`src/design/alunzcv_pkg.sv`:
```
// ----------------------------------------------------------------------------
// alunzcv_pkg: shared types and constants for the NZCV flag ALU
// Holds the request and result structs, the opcodes, the sequencer states and
// the control bundle that runs between the sequencer and the datapath.
// ----------------------------------------------------------------------------
package alunzcv_pkg;

  localparam int WORD_W   = 16;
  localparam int FUNC_W   = 4;
  localparam int CNT_W    = $clog2(WORD_W);
  localparam logic [CNT_W-1:0] CNT_LAST = CNT_W'(WORD_W - 1);

  localparam logic [FUNC_W-1:0] OP_ADD = 4'd0;
  localparam logic [FUNC_W-1:0] OP_SUB = 4'd1;
  localparam logic [FUNC_W-1:0] OP_MUL = 4'd2;
  localparam logic [FUNC_W-1:0] OP_DIV = 4'd3;
  localparam logic [FUNC_W-1:0] OP_AND = 4'd4;
  localparam logic [FUNC_W-1:0] OP_OR  = 4'd5;
  localparam logic [FUNC_W-1:0] OP_NOT = 4'd6;
  localparam logic [FUNC_W-1:0] OP_XOR = 4'd7;

  typedef struct packed {
    logic [FUNC_W-1:0] func;
    logic [WORD_W-1:0] operand_a;
    logic [WORD_W-1:0] operand_b;
  } alunzcv_in_t;

  typedef struct packed {
    logic [WORD_W-1:0] result;
    logic [WORD_W-1:0] remainder;
    logic              flag_negative;
    logic              flag_zero;
    logic              flag_carry;
    logic              flag_overflow;
    logic              op_valid;
  } alunzcv_out_t;

  typedef enum logic [1:0] {
    ST_IDLE,
    ST_RUN,
    ST_FIN
  } alunzcv_state_t;

  typedef struct packed {
    logic load;
    logic step;
    logic fin;
  } alunzcv_ctl_t;

endpackage

```
`src/design/alu_with_nzcv_flags.sv`:
```
// Each request takes 16 bit steps of the serial datapath and then a finish
//   state, in which the next request may start.
// The result strobe lasts one cycle and cannot be stalled by the receiver.
// Reset (rst_n low, synchronous) returns the sequencer to idle, drops the
//   strobe and clears the stored NZCV flags.
// ----------------------------------------------------------------------------
// alu_with_nzcv_flags: bit-serial word ALU with stored NZCV flags
// Add, sub, low-word mul, unsigned div with remainder, and, or, not, xor.
// A valid op rewrites the flags; an invalid op reports them unchanged.
// ----------------------------------------------------------------------------
module alu_with_nzcv_flags (
  input  logic                      clk,
  input  logic                      rst_n,
  // request channel: accepted when start is high and busy is low
  input  logic                      start,
  output logic                      busy,
  input  alunzcv_pkg::alunzcv_in_t  in_data,
  // result channel: one-cycle strobe
  output logic                      out_valid,
  output alunzcv_pkg::alunzcv_out_t out_data
);
  import alunzcv_pkg::*;

  // control bundle: load on accept, step per bit, finish after the last step
  alunzcv_ctl_t ctl;

  // sequencer: hold busy during the bit steps, advance the step count
  alunzcv_ctrl u_ctrl (
    .clk   (clk),
    .rst_n (rst_n),
    .start (start),
    .busy  (busy),
    .ctl   (ctl)
  );

  // datapath: shift operands one bit per step, then register result and flags
  alunzcv_dpath u_dpath (
    .clk       (clk),
    .rst_n     (rst_n),
    .ctl       (ctl),
    .in_data   (in_data),
    .out_valid (out_valid),
    .out_data  (out_data)
  );

`ifndef SYNTHESIS
  a_accept_busy: assert property (@(posedge clk) disable iff (!rst_n)
    start && !busy |=> busy)
    else $error("accepted request did not raise busy");
  a_strobe_after_fin: assert property (@(posedge clk) disable iff (!rst_n)
    out_valid |-> $past(ctl.fin))
    else $error("result strobe without finish cycle");
  a_no_strobe_mid: assert property (@(posedge clk) disable iff (!rst_n)
    busy && $past(busy) |-> !out_valid)
    else $error("result strobe in the middle of the steps");
`endif

endmodule

```
`src/design/alunzcv_ctrl.sv`:
```
// ----------------------------------------------------------------------------
// alunzcv_ctrl: request sequencer
// Counts the bit steps of one request and flags the load and finish cycles.
// ----------------------------------------------------------------------------
module alunzcv_ctrl (
  input  logic                clk,
  input  logic                rst_n,
  input  logic                start,
  output logic                busy,
  output alunzcv_pkg::alunzcv_ctl_t ctl
);
  import alunzcv_pkg::*;

  alunzcv_state_t   state_r, state_nxt;
  logic [CNT_W-1:0] cnt_r, cnt_nxt;

  always_ff @(posedge clk) begin
    if (!rst_n) begin
      state_r <= ST_IDLE;
      cnt_r   <= '0;
    end else begin
      state_r <= state_nxt;
      cnt_r   <= cnt_nxt;
    end
  end

  always_comb begin
    state_nxt = state_r;
    cnt_nxt   = cnt_r;
    busy      = 1'b0;
    ctl       = '0;
    case (state_r)
      ST_IDLE: begin
        if (start) begin
          ctl.load  = 1'b1;
          cnt_nxt   = '0;
          state_nxt = ST_RUN;
        end
      end
      ST_RUN: begin
        busy     = 1'b1;
        ctl.step = 1'b1;
        cnt_nxt  = cnt_r + 1'b1;
        if (cnt_r == CNT_LAST) begin
          state_nxt = ST_FIN;
        end
      end
      ST_FIN: begin
        // finish this request and take the next one in the same cycle
        ctl.fin = 1'b1;
        if (start) begin
          ctl.load  = 1'b1;
          cnt_nxt   = '0;
          state_nxt = ST_RUN;
        end else begin
          state_nxt = ST_IDLE;
        end
      end
      default: begin
        state_nxt = ST_IDLE;
      end
    endcase
  end

`ifndef SYNTHESIS
  a_load_to_run: assert property (@(posedge clk) disable iff (!rst_n)
    ctl.load |=> (state_r == ST_RUN) && (cnt_r == '0))
    else $error("load did not enter the step phase");
  a_run_to_fin: assert property (@(posedge clk) disable iff (!rst_n)
    (state_r == ST_RUN) && (cnt_r == CNT_LAST) |=> ctl.fin)
    else $error("last step not followed by finish");
  a_fin_needs_run: assert property (@(posedge clk) disable iff (!rst_n)
    ctl.fin |-> $past(ctl.step))
    else $error("finish without a preceding step");
`endif

endmodule

```
`src/design/alunzcv_dpath.sv`:
```
// ----------------------------------------------------------------------------
// alunzcv_dpath: bit-serial datapath and flag register
// Shift registers take one bit per step for add, sub and logic ops; mul and
// div run shift-add and restoring shift-subtract over the same steps.
// ----------------------------------------------------------------------------
module alunzcv_dpath (
  input  logic                        clk,
  input  logic                        rst_n,
  input  alunzcv_pkg::alunzcv_ctl_t   ctl,
  input  alunzcv_pkg::alunzcv_in_t    in_data,
  output logic                        out_valid,
  output alunzcv_pkg::alunzcv_out_t   out_data
);
  import alunzcv_pkg::*;

  logic [FUNC_W-1:0] func_r;
  logic [WORD_W-1:0] a_r, a_nxt;
  logic [WORD_W-1:0] b_r, b_nxt;
  logic [WORD_W-1:0] acc_r, acc_nxt;
  logic [WORD_W-1:0] rem_r, rem_nxt;
  logic              c_r, c_nxt;
  logic              v_r, v_nxt;
  logic [3:0]        flags_r;
  logic              out_valid_r;
  alunzcv_out_t      out_r, out_nxt;

  logic              bit_a, bit_b, bit_s;
  logic [WORD_W+1:0] trial;
  logic              ge;
  logic [WORD_W-1:0] res;
  logic              valid;
  logic              is_arith;

  // one bit step
  always_comb begin
    a_nxt   = a_r;
    b_nxt   = b_r;
    acc_nxt = acc_r;
    rem_nxt = rem_r;
    c_nxt   = c_r;
    v_nxt   = v_r;
    bit_a   = a_r[0];
    bit_b   = (func_r == OP_SUB) ? ~b_r[0] : b_r[0];
    bit_s   = 1'b0;
    trial   = {1'b0, rem_r, a_r[WORD_W-1]} - {2'b00, b_r};
    ge      = ~trial[WORD_W+1];
    case (func_r)
      OP_ADD, OP_SUB: begin
        bit_s = bit_a ^ bit_b ^ c_r;
        c_nxt = (bit_a & bit_b) | (bit_a & c_r) | (bit_b & c_r);
        v_nxt = c_r ^ c_nxt;
      end
      OP_AND:  bit_s = bit_a & bit_b;
      OP_OR:   bit_s = bit_a | bit_b;
      OP_NOT:  bit_s = ~bit_a;
      OP_XOR:  bit_s = bit_a ^ bit_b;
      default: bit_s = 1'b0;
    endcase
    case (func_r)
      OP_MUL: begin
        acc_nxt = b_r[0] ? acc_r + a_r : acc_r;
        a_nxt   = {a_r[WORD_W-2:0], 1'b0};
        b_nxt   = {1'b0, b_r[WORD_W-1:1]};
      end
      OP_DIV: begin
        rem_nxt = ge ? trial[WORD_W-1:0] : {rem_r[WORD_W-2:0], a_r[WORD_W-1]};
        a_nxt   = {a_r[WORD_W-2:0], ge};
      end
      default: begin
        acc_nxt = {bit_s, acc_r[WORD_W-1:1]};
        a_nxt   = {1'b0, a_r[WORD_W-1:1]};
        b_nxt   = {1'b0, b_r[WORD_W-1:1]};
      end
    endcase
  end

  always_ff @(posedge clk) begin
    if (ctl.load) begin
      func_r <= in_data.func;
      a_r    <= in_data.operand_a;
      b_r    <= in_data.operand_b;
      acc_r  <= '0;
      rem_r  <= (in_data.func == OP_DIV) ? '0 : in_data.operand_a;
      c_r    <= (in_data.func == OP_SUB);
      v_r    <= 1'b0;
    end else if (ctl.step) begin
      a_r    <= a_nxt;
      b_r    <= b_nxt;
      acc_r  <= acc_nxt;
      rem_r  <= rem_nxt;
      c_r    <= c_nxt;
      v_r    <= v_nxt;
    end
  end

  // finish: form the result and the flags
  always_comb begin
    valid    = func_r inside {[OP_ADD:OP_XOR]};
    is_arith = (func_r == OP_ADD) || (func_r == OP_SUB);
    if (!valid) begin
      res = '0;
    end else if (func_r == OP_DIV) begin
      res = a_r;
    end else begin
      res = acc_r;
    end
    out_nxt.result    = res;
    out_nxt.remainder = rem_r;
    out_nxt.op_valid  = valid;
    if (valid) begin
      out_nxt.flag_negative = res[WORD_W-1];
      out_nxt.flag_zero     = (res == '0);
      out_nxt.flag_carry    = is_arith & (c_r ^ (func_r == OP_SUB));
      out_nxt.flag_overflow = is_arith & v_r;
    end else begin
      out_nxt.flag_negative = flags_r[0];
      out_nxt.flag_zero     = flags_r[1];
      out_nxt.flag_carry    = flags_r[2];
      out_nxt.flag_overflow = flags_r[3];
    end
  end

  always_ff @(posedge clk) begin
    if (!rst_n) begin
      flags_r     <= '0;
      out_valid_r <= 1'b0;
    end else begin
      out_valid_r <= ctl.fin;
      if (ctl.fin) begin
        flags_r <= {out_nxt.flag_overflow, out_nxt.flag_carry,
                    out_nxt.flag_zero, out_nxt.flag_negative};
      end
    end
  end

  always_ff @(posedge clk) begin
    if (ctl.fin) begin
      out_r <= out_nxt;
    end
  end

  assign out_valid = out_valid_r;
  assign out_data  = out_r;

`ifndef SYNTHESIS
  a_strobe_single: assert property (@(posedge clk) disable iff (!rst_n)
    out_valid_r |=> !out_valid_r)
    else $error("result strobe longer than one cycle");
  a_flags_match: assert property (@(posedge clk) disable iff (!rst_n)
    out_valid_r |-> {out_r.flag_overflow, out_r.flag_carry, out_r.flag_zero,
                     out_r.flag_negative} == flags_r)
    else $error("reported flags differ from flag register");
  a_invalid_zero: assert property (@(posedge clk) disable iff (!rst_n)
    out_valid_r && !out_r.op_valid |-> (out_r.result == '0) && $stable(flags_r))
    else $error("invalid opcode changed flags or gave nonzero result");
  a_logic_no_cv: assert property (@(posedge clk) disable iff (!rst_n)
    ctl.fin && (func_r == OP_AND || func_r == OP_OR || func_r == OP_NOT ||
                func_r == OP_XOR || func_r == OP_MUL || func_r == OP_DIV)
    |=> !out_r.flag_carry && !out_r.flag_overflow)
    else $error("C or V set by an op that clears them");
`endif

endmodule
```
`config.mk`:
```
export PLATFORM = sky130hd
export DESIGN_NAME = alu_with_nzcv_flags
export DESIGN_NICKNAME = d
export VERILOG_FILES = /design/src/design/alunzcv_pkg.sv /design/src/design/alu_with_nzcv_flags.sv /design/src/design/alunzcv_ctrl.sv /design/src/design/alunzcv_dpath.sv
export SDC_FILE = /design/constraint.sdc
export NUM_CORES = 1
export LEC_CHECK = 0
export ABC_AREA = 0
export ABC_CLOCK_PERIOD_IN_PS = 5800
export CAP_MARGIN = 20
export CORE_ASPECT_RATIO = 0.9
export CORE_MARGIN = 8
export CORE_UTILIZATION = 55
export DETAILED_ROUTE_END_ITERATION = 16
export DONT_BUFFER_PORTS = 1
export PLACE_DENSITY = 0.77
export SYNTH_ARGS = -nofsm -noshare
export SYNTH_HDL_FRONTEND = slang
export SYNTH_SLANG_ARGS = --single-unit
```
`constraint.sdc`:
```
create_clock -name clk -period 5.8 [get_ports clk]
set_input_delay 0.87 -clock clk [delete_from_list [all_inputs] [get_ports clk]]
set_output_delay 0.87 -clock clk [all_outputs]
set_load 0.05 [all_outputs]
```
==> impl_metrics.json, run 1 <==
{
  "outcome": "completed",
  "numCtsBuffers": 17,
  "slew_headroom_pct": 35.7,
  "yosys.cell_types.count": 74,
  "total_leakage_power_nw": 2.92,
  "dr_total_vias": 5530,
  "whs_ns": 0.486,
  "htree_num_levels": 4,
  "setup_repair_after_global_routing_missed_its_margin": "no",
  "max_cap_violations": 0,
  "cp.required_ns": 6.08,
  "first_pass_grt_wire_length_microns": 28000,
  "worst_r2r_startpoint": "u_dpath.func_r[3]",
  "timing_worst_slew_pin_value_ns": 0.964,
  "synth-seq-area-share_pct": 47.5,
  "design.die.area_sq_mm": 0.0163,
  "synthMostInstantiatedCell": "nand2_1",
  "timing.final.setup_violations": 0,
  "die_width_microns": 134,
  "endpoint_kind": "flop",
  "postRouteAntennaNets": 0,
  "design.portCount": 78,
  "grt_pass1_vias": 5264,
  "synth.yosys.warnings": 0,
  "fillers": 996,
  "number_of_enable_flip_flop_cells_after_synthesis": 90,
  "cts_root_buffer": "clkbuf_16",
  "starting_density_of_the_core_pct": 56.7,
  "drt-initial-drc-count": 538,
  "finalCoreUtilization_pct": 61.9,
  "insertedDiodeCount": 0,
  "grt_overflow_total": 0,
  "antenna_found_initial": 0,
  "vdd_ir_drop_max_mv": 0.231,
  "synth.ff_latch_count": 118,
  "drive_above_1_share_pct": 7.67,
  "power_per_cell_area_mw_per_mm2": 385,
  "yosys_most_used_dff": "edfxtp_1",
  "fraction_of_post_synthesis_cell_area_in_the_top_cell_type_by_area_pct": 39.3,
  "clock_tree.buffer_depth": 2,
  "final-max-slew-violation-count": 0,
  "worst_hold_startpoint": "u_dpath.flags_r[1]",
  "fmaxAchievable_mhz": 292,
  "final_net_count": 780,
  "post_drt_wl_per_cell_microns": 20.2,
  "met3_wirelength_microns": 1610,
  "met2_length_microns": 7840,
  "post_cts_setup_driven_buffer_insertion_count": 0,
  "y_dimension_of_the_die_microns": 122,
  "layout_area_growth_over_synthesis_pct": 9.17,
  "crit_path_max_fanout": 27,
  "worst_ep_arrival_time_ns": 3.71,
  "worst_skew_pair.late_latency_ns": 0.42,
  "cts.sinks": 118,
  "synth-async-reset-ratio_pct": 0,
  "final-hold-violation-count": 0,
  "core-area_sq_mm": 0.0121,
  "io_buffers": 0,
  "global_route.usage.total_pct": 21.9,
  "number_of_instances_resized_during_post_cts_repair": 0,
  "routed.top_layer": "met4",
  "avgViaCountPerCell": 6.31,
  "worstSetupPathType": "reg2reg",
  "drt_pass1_iterations": 7,
  "pin_count_of_the_biggest_net_entering_global_routing": 65,
  "synth.cell_area_sq_mm": 0.00688,
  "synth_top_cells_by_area": "edfxtp_1, dfxtp_1, nand2_1",
  "fp-row-count": 38,
  "synth_fp_nets": 792,
  "drcViolationCount": 0,
  "place.gp.congestion": 0.942,
  "drt-total-wl_microns": 17700,
  "critical_path.startpoint_type": "flop",
  "critPathLaunch": "u_dpath.func_r[3]",
  "synthCells": 716,
  "wirelength_met1_microns": 7920,
  "tritoncts": "yes",
  "fin_crit_ns": 3.43,
  "post_synth.cell_area_avg_sq_um": 9.60,
  "synth_top_cells_by_count": "nand2_1, edfxtp_1, a21oi_1, nor2_1, o21ai_0",
  "fin_worst_skew_ns": 0.00745,
  "totalNegativeSetupSlack_ns": 0,
  "synth_largest_area_cell": "edfxtp_1",
  "min_path_type": "reg2reg",
  "dp_hpwl_microns": 12400,
  "final_min_period_over_clock_period_pct": 59.1,
  "clk_transition_reported_paths_ns": 0.05,
  "holdBufCountCts": 0
}
[area by class of cell]
cell class                 count  area, sq um  share of cell area, %
tap                          160          200                   2.67
timing repair buffer           7         56.3                  0.750
clock buffer                  21          450                   6.00
sequential                   118         3260                   43.5
clock inverter                11         83.8                   1.12
inverter                      33          124                   1.65
multi-input combinational    527         3330                   44.3
[cells in the final DEF, fill, tap and decap left out, types with 4 or more instances in the layout]
cell       synthesis  final
nand2_1          117    117
edfxtp_1          90     90
a21oi_1           50     50
nor2_1            41     41
o21ai_0           38     37
ha_1              34     34
inv_1             31     31
dfxtp_1           28     28
o21ai_1           20     21
a31oi_1           21     21
nand3_1           18     18
clkbuf_16          0     17
mux2i_1           16     16
nor3_1            13     13
xnor2_1           13     13
o21a_1            10     10
a21o_1             9      9
nor4_1             8      8
a211oi_1           8      8
nor2b_1            9      8
xor2_1             7      7
clkinv_2           0      7
o211a_1            6      6
and2_1             6      6
buf_4              0      6
nand4_1            5      5
or3_1              5      5
nand2b_1           4      4
o211ai_1           4      4
or2_2              4      4
[routing by layer]
| layer | global-route usage [%] | vias to the layer above |
|---|---|---|
| met5 | 0 | - |
| met1 | 28.9 | 2638 |
| met4 | 8.48 | 0 |
| li1 | - | 2604 |
| met3 | 7.24 | 37 |
| met2 | 32.9 | 251 |
[stage by stage]
step | setup slack, ns | power (mW) | instance area, sq um | cells
4_1_cts | 2.42 | 2.88 | 7490 | 875
6_report | 2.37 | 2.89 | 7510 | 877
3_3_place_gp | 2.57 | 1.89 | 6950 | 843
3_5_place_dp | 2.45 | 1.93 | 6950 | 843
5_1_grt | 2.12 | 3.02 | 7510 | 877
2_1_floorplan | 2.97 | 1.75 | 6880 | 716
[registers in the layout (all words and copies together), names as in the netlist]
signal,flops
u_ctrl.state_r,2
u_dpath.rem_r,16
u_dpath.out_data,37
u_dpath.v_r,1
u_dpath.func_r,4
u_dpath.out_valid,1
u_dpath.c_r,1
u_dpath.a_r,16
u_dpath.flags_r,4
u_ctrl.cnt_r,4
u_dpath.b_r,16
u_dpath.acc_r,16
[worst max-delay path, stage by stage, from the launching register on]
cell and delay [ns]:
edfxtp_1 0.76, nor3_1 0.61, nand2_1 0.14, xnor2_1 0.31, inv_1 0.08, ha_1 0.28, mux4_2 0.46, a22oi_1 0.22
o31ai_1 0.09, a221oi_1 0.24, a21oi_1 0.09
[report_power, final]
group	switching (mW)	leakage (nW)	internal (mW)
clock	0.363	0.264	0.591
combinational	0.475	1.57	0.342
sequential	0.0958	1.09	1.02
[kinds of logic after synthesis]
group           after synthesis  share of synthesized area (%)
fa+ha+maj                    37                           7.06
flops                       118                           47.5
buf+inv                      71                           4.24
xor+xnor                     20                           2.55
mux                          19                           2.98
compound gates              205                           19.3
simple gates                246                           16.5
[final timing paths]
check                           slack, ns  depth (start not counted)                  to
worst max-delay path                 2.37                         10   u_dpath.acc_r[15]
worst min-delay path                 0.49                          2  u_dpath.flags_r[1]
worst max register to register       2.37                         10   u_dpath.acc_r[15]
worst min register to register       0.49                          2  u_dpath.flags_r[1]
No activity file was read; power rests on OpenSTA's default activity.
==> inputs of run 2 (changes only) <==
ABC_CLOCK_PERIOD_IN_PS = 3240   (was 5800)
clock period = 3.24 ns   (was 5.8 ns; I/O delays follow)
==> run 2 against run 1 <==
Compared with the run above: hold slack worse by 0.33 ns; setup slack worse by 2.1 ns; cell count is 1.4% higher; clock power is 94% higher; core utilization is 1.1 points higher; first-iteration DRC count is 34% higher; routed wire length is 4.3% higher; via count is 2.6% higher; power is 86% higher; register-to-register slack worse by 2.1 ns; sequential power is 79% higher.
==> impl_metrics.json, run 2 (synthesized netlist as in run 1, its figures left out) <==
{
  "outcome": "completed",
  "grt_overflow_total": 0,
  "final-max-slew-violation-count": 0,
  "die_width_microns": 134,
  "power.share.switching_pct": 31.8,
  "final_cell_count_no_fill": 889,
  "worstSetupPathType": "reg2reg",
  "p_comb_share_pct": 28.2,
  "layout.cells.most_common": "nand2_1",
  "antenna_found_initial": 0,
  "path_cells": "inv_1, ha_1, inv_1, fa_1, a211oi_2, o21bai_1, a21oi_1, o211ai_1, o211a_1, o2111ai_1, o221ai_2",
  "final-hold-violation-count": 0,
  "avgViaCountPerCell": 6.38,
  "pwr-share-clk_pct": 34.5,
  "final_net_count": 792,
  "clk_transition_reported_paths_ns": 0.06,
  "path_common_cell": "inv_1",
  "final_min_period_over_clock_period_pct": 92.0,
  "power.total_mw": 5.37,
  "critical_path.startpoint_type": "flop",
  "insertedDiodeCount": 0,
  "slew_headroom_pct": 34.7,
  "fmaxAchievable_mhz": 335,
  "place.detailed.instances": 857,
  "cellInternalPower_mw": 3.66,
  "y_dimension_of_the_die_microns": 122,
  "drt-total-wl_microns": 18500,
  "endpoint_kind": "flop",
  "dr_total_vias": 5672,
  "total_leakage_power_nw": 3.00,
  "max_cap_violations": 0,
  "timing_worst_slew_pin_value_ns": 0.977,
  "place.gp.congestion": 0.978,
  "post_cts_setup_driven_buffer_insertion_count": 0,
  "cts_root_buffer": "clkbuf_16",
  "fillers": 942,
  "worst_ep_arrival_time_ns": 3.14,
  "fp-row-count": 38,
  "power.net_switching_mw": 1.71,
  "drt_pass1_iterations": 5,
  "pin_count_of_the_biggest_net_entering_global_routing": 65,
  "min_path_cells": 0,
  "postRouteAntennaNets": 0,
  "min_path_type": "in2reg",
  "mostFrequentLayoutCells": "nand2_1, edfxtp_1, a21oi_1",
  "design.portCount": 78,
  "setup_repair_after_global_routing_missed_its_margin": "no",
  "proportion_of_power_drawn_by_flip_flops_and_latches_pct": 37.2,
  "htree_num_levels": 4,
  "fin_worst_skew_ns": 0.0117,
  "dp_hpwl_microns": 12600,
  "post_drt_wl_per_cell_microns": 20.8,
  "fin_crit_ns": 2.98,
  "global_route.usage.total_pct": 22.9,
  "first_pass_grt_wire_length_microns": 29200,
  "numCtsBuffers": 17,
  "cts.sinks": 118,
  "number_of_instances_resized_during_post_cts_repair": 0,
  "crit_path_max_fanout": 6,
  "critical-path-max-stage-delay_ns": 0.44,
  "totalNegativeSetupSlack_ns": 0,
  "starting_density_of_the_core_pct": 56.7,
  "vdd_ir_drop_max_mv": 0.423,
  "power_per_cell_area_mw_per_mm2": 703,
  "design.die.area_sq_mm": 0.0163,
  "largest_reg_flops": 37,
  "r2r.worst_path.cells": 11,
  "timing.final.setup_violations": 0,
  "multi_input_area_sq_mm": 0.00333,
  "tritoncts": "yes",
  "logic_depth_of_the_worst_setup_path_including_buffers": 11,
  "layout_area_growth_over_synthesis_pct": 11.0,
  "critical-path-slowest-cell": "edfxtp_1",
  "sequential_cell_area_sq_mm": 0.00326,
  "holdBufCountCts": 0,
  "grt_pass1_vias": 5506,
  "cp.required_ns": 3.39,
  "drive_above_1_share_pct": 9.05,
  "worst_path_dominant_cell_family": "compound AO/OA/AOI/OAI gates",
  "critical_path.n_buffers_inverters": 2,
  "core-area_sq_mm": 0.0121,
  "clock_tree.buffer_depth": 2,
  "worst_skew_pair.late_latency_ns": 0.42,
  "drcViolationCount": 0,
  "drt-initial-drc-count": 721,
  "io_buffers": 0
}
-- run 2: changes by cell type in the layout (fill, tap and decap cells not counted), sizes merged --
cell	before	now
clkbuf	21	19
buf	7	19
clkinv	8	9
bufinv	1	3
clkinvlp	2	1
-- run 2: per-stage QoR --
step / cell area, sq um / hold slack [ns] / setup slack [ns] / utilization, %
after global placement: 7060 / 0.460 / 0.412 / 58.2
final: 7630 / 0.154 / 0.258 / 63.0
after detailed placement: 7060 / 0.459 / 0.304 / 58.2
after CTS: 7630 / 0.145 / 0.181 / 62.9
after floorplan: 6880 / 0.428 / 0.409 / -
after global routing: 7630 / 0.144 / 0.0914 / 63.0
-- run 2: final timing paths --
kind / from / endpoint / slack [ns]
max reg2reg: u_dpath.a_r[15] / u_dpath.rem_r[14] / 0.26
min: in_data[35] / u_dpath.func_r[3] / 0.15
max: u_dpath.a_r[15] / u_dpath.rem_r[14] / 0.26
min reg2reg: u_dpath.flags_r[1] / u_dpath.flags_r[1] / 0.49
-- run 2: cell type report --
type / instances / share of cell area (%)
clock buffers: 19 / 5.67
clock inverters: 13 / 1.80
inverters: 33 / 1.62
multi-input cells: 527 / 43.7
flip-flops and latches: 118 / 42.7
well taps: 160 / 2.62
repair buffers: 19 / 1.87
-- run 2: power groups by stage --
stage / combinational, mW / clock, mW / sequential (mW)
4_1_cts: 1.49 / 1.87 / 1.99
3_3_place_gp: 1.39 / 0 / 2.01
6_report: 1.52 / 1.85 / 2.00
2_1_floorplan: 1.19 / 0 / 1.95
5_1_grt: 1.66 / 1.92 / 2.01
3_5_place_dp: 1.45 / 0 / 2.02
-- run 2: metal layers --
layer	vias to the layer above	global-route usage, %	wire (microns)
met2	304	35.4	8480
met3	24	7.41	2010
met1	2726	29.4	7730
met4	0	8.97	286
met5	-	0	0
li1	2618	-	-
==> inputs of run 3 (changes only) <==
ABC_AREA = 1   (was 0)
CORE_ASPECT_RATIO = 1.75   (was 0.9)
==> run 3 against run 2 <==
Compared with the run above: clock skew is 0.0042 ns lower; critical endpoint is now u_dpath.rem_r[3]; die area up 6.2%; hold slack better by 0.011 ns.
==> impl_metrics.json, run 3 <==
{
  "cp.required_ns": 3.37,
  "timing_worst_slew_pin_value_ns": 0.809,
  "y_dimension_of_the_die_microns": 168,
  "pwr-share-clk_pct": 34.8,
  "max_cap_violations": 0,
  "yosys_most_used_dff": "edfxtp_1",
  "number_of_instances_resized_during_post_cts_repair": 0,
  "fillers": 1227,
  "place.gp.congestion": 0.998,
  "io_buffers": 0,
  "post_synth.cell_area_avg_sq_um": 7.78,
  "finalCoreUtilization_pct": 62.1,
  "tritoncts": "yes",
  "yosys.cell_types.count": 40,
  "mostFrequentLayoutCells": "nand2_1, inv_1, nand3_1",
  "cts.sinks": 118,
  "synth-async-reset-ratio_pct": 0,
  "cellInternalPower_mw": 3.39,
  "total_leakage_power_nw": 3.75,
  "slew_headroom_pct": 45.9,
  "layout.cells.most_common": "nand2_1",
  "final_net_count": 1014,
  "p_comb_share_pct": 27.9,
  "setup_repair_after_global_routing_missed_its_margin": "no",
  "drt-initial-drc-count": 450,
  "number_of_enable_flip_flop_cells_after_synthesis": 90,
  "final-hold-violation-count": 0,
  "post_cts_setup_driven_buffer_insertion_count": 0,
  "final-max-slew-violation-count": 0,
  "worst_ep_arrival_time_ns": 2.89,
  "crit_path_max_fanout": 22,
  "grt_overflow_total": 0,
  "antenna_found_initial": 0,
  "design.die.area_sq_mm": 0.0174,
  "synth_largest_area_cell": "edfxtp_1",
  "pin_count_of_the_biggest_net_entering_global_routing": 49,
  "min_path_type": "in2reg",
  "power.share.switching_pct": 35.2,
  "synth.ff_latch_count": 118,
  "synth_fp_nets": 1014,
  "htree_num_levels": 4,
  "cts_root_buffer": "clkbuf_16",
  "grt_pass1_vias": 6446,
  "totalNegativeSetupSlack_ns": 0,
  "largest_reg_flops": 37,
  "fraction_of_post_synthesis_cell_area_in_the_top_cell_type_by_area_pct": 37.0,
  "design.portCount": 78,
  "outcome": "completed",
  "endpoint_kind": "flop",
  "proportion_of_power_drawn_by_flip_flops_and_latches_pct": 37.3,
  "starting_density_of_the_core_pct": 56.4,
  "synthCells": 938,
  "post_drt_wl_per_cell_microns": 18.7,
  "power.total_mw": 5.23,
  "critical_path.startpoint_type": "flop",
  "die_width_microns": 103,
  "synth_top_cells_by_count": "nand2_1, inv_1, nand3_1, edfxtp_1, o21ai_0",
  "synth.cell_area_sq_mm": 0.00730,
  "avgViaCountPerCell": 5.70,
  "layout_area_growth_over_synthesis_pct": 9.98,
  "fin_worst_skew_ns": 0.00745,
  "min_path_cells": 0,
  "fin_crit_ns": 2.76,
  "core-area_sq_mm": 0.0129,
  "synth-seq-area-share_pct": 44.7,
  "drt-total-wl_microns": 20900,
  "postRouteAntennaNets": 0,
  "fp-row-count": 55,
  "final_min_period_over_clock_period_pct": 85.3,
  "clk_transition_reported_paths_ns": 0.06,
  "synth.yosys.warnings": 0,
  "dr_total_vias": 6395,
  "first_pass_grt_wire_length_microns": 33000,
  "holdBufCountCts": 0,
  "drt_pass1_iterations": 7,
  "power_per_cell_area_mw_per_mm2": 652,
  "power.net_switching_mw": 1.84,
  "worst_skew_pair.late_latency_ns": 0.42,
  "drive_above_1_share_pct": 6.20,
  "r2r.worst_path.cells": 10,
  "synthMostInstantiatedCell": "nand2_1",
  "numCtsBuffers": 17,
  "timing.final.setup_violations": 0,
  "dp_hpwl_microns": 16000,
  "fmaxAchievable_mhz": 362,
  "synth_top_cells_by_area": "edfxtp_1, nand2_1, inv_1",
  "vdd_ir_drop_max_mv": 0.420,
  "insertedDiodeCount": 0,
  "global_route.usage.total_pct": 25.3,
  "clock_tree.buffer_depth": 2,
  "drcViolationCount": 0,
  "worstSetupPathType": "reg2reg"
}
==> run 3: cell count changes in the layout (fill, tap and decap cells not counted), sizes merged, moves of 9 or more <==
cell / delta
o21ai: +26
nand2: +123
inv: +126
nand4: +11
a31oi: -20
a21o: -9
nor2b: -10
a21oi: +15
nand3: +86
mux2i: -16
nor3: -11
==> run 3: path summary, 6_finish.rpt <==
kind | startpoint | slack (ns) | endpoint
setup / recovery | u_dpath.rem_r[11] | 0.48 | u_dpath.rem_r[3]
hold / removal | in_data[34] | 0.16 | u_dpath.func_r[2]
setup reg to reg | u_dpath.rem_r[11] | 0.48 | u_dpath.rem_r[3]
hold reg to reg | u_dpath.v_r | 0.45 | u_dpath.v_r
==> run 3: power groups by stage <==
stage | logic [mW] | clock network [mW] | registers, mW
4_1_cts | 1.45 | 1.83 | 1.95
3_5_place_dp | 1.44 | 0 | 1.98
3_3_place_gp | 1.43 | 0 | 1.97
2_1_floorplan | 1.10 | 0 | 1.92
6_report | 1.46 | 1.82 | 1.95
5_1_grt | 1.65 | 1.91 | 1.96
==> run 3: layer usage <==
| metal | vias up | routed length, microns | part of all wire [%] | track usage, % |
|---|---|---|---|---|
| li1 | 3099 | - | - | - |
| met4 | 0 | 1130 | 5.4 | 14.2 |
| met1 | 2961 | 7240 | 35 | 24.8 |
| met5 | - | 0 | 0 | 0 |
| met2 | 268 | 11400 | 54 | 46.5 |
| met3 | 67 | 1180 | 5.6 | 5.45 |
==> run 3: layout make-up <==
class                   count  area (sq um)  area share, %
multi-input cells         635          3290           41.0
flip-flops and latches    118          3260           40.6
inverters                 154           586           7.29
clock buffers              17           425           5.30
well taps                 171           214           2.67
clock inverters            15           144           1.79
repair buffers             12           103           1.28
==> run 3: cells by family (layout without fill, tap and decap cells) <==
family          Yosys count  count (layout)  share of synthesized area, %
simple gates            418             418                          24.7
buf+inv                 185             198                          10.3
compound gates          164             164                          11.7
flops                   118             118                          44.7
fa+ha+maj                37              37                          6.65
xor+xnor                 16              16                          1.92
==> run 3: worst max-delay path, cell delays in order (launching register included) <==
cell and delay (ns):
edfxtp_1 0.42, ha_1 0.41, nand2_1 0.15, nor2_1 0.17
inv_1 0.08, nor2_2 0.12, nand2_1 0.28, nand3_2 0.51
nand2_1 0.11, nand3_1 0.08, o21ai_0 0.14
==> run 3: stage by stage <==
stage          instance area, sq um  cells  hold slack [ns]  setup WS, ns
3_5_place_dp                   7460   1090            0.451         0.546
3_3_place_gp                   7460   1090            0.446         0.641
5_1_grt                        8030   1122            0.150         0.273
2_1_floorplan                  7300    938            0.430         0.437
6_report                       8030   1122            0.165         0.477
4_1_cts                        8030   1122            0.156         0.540
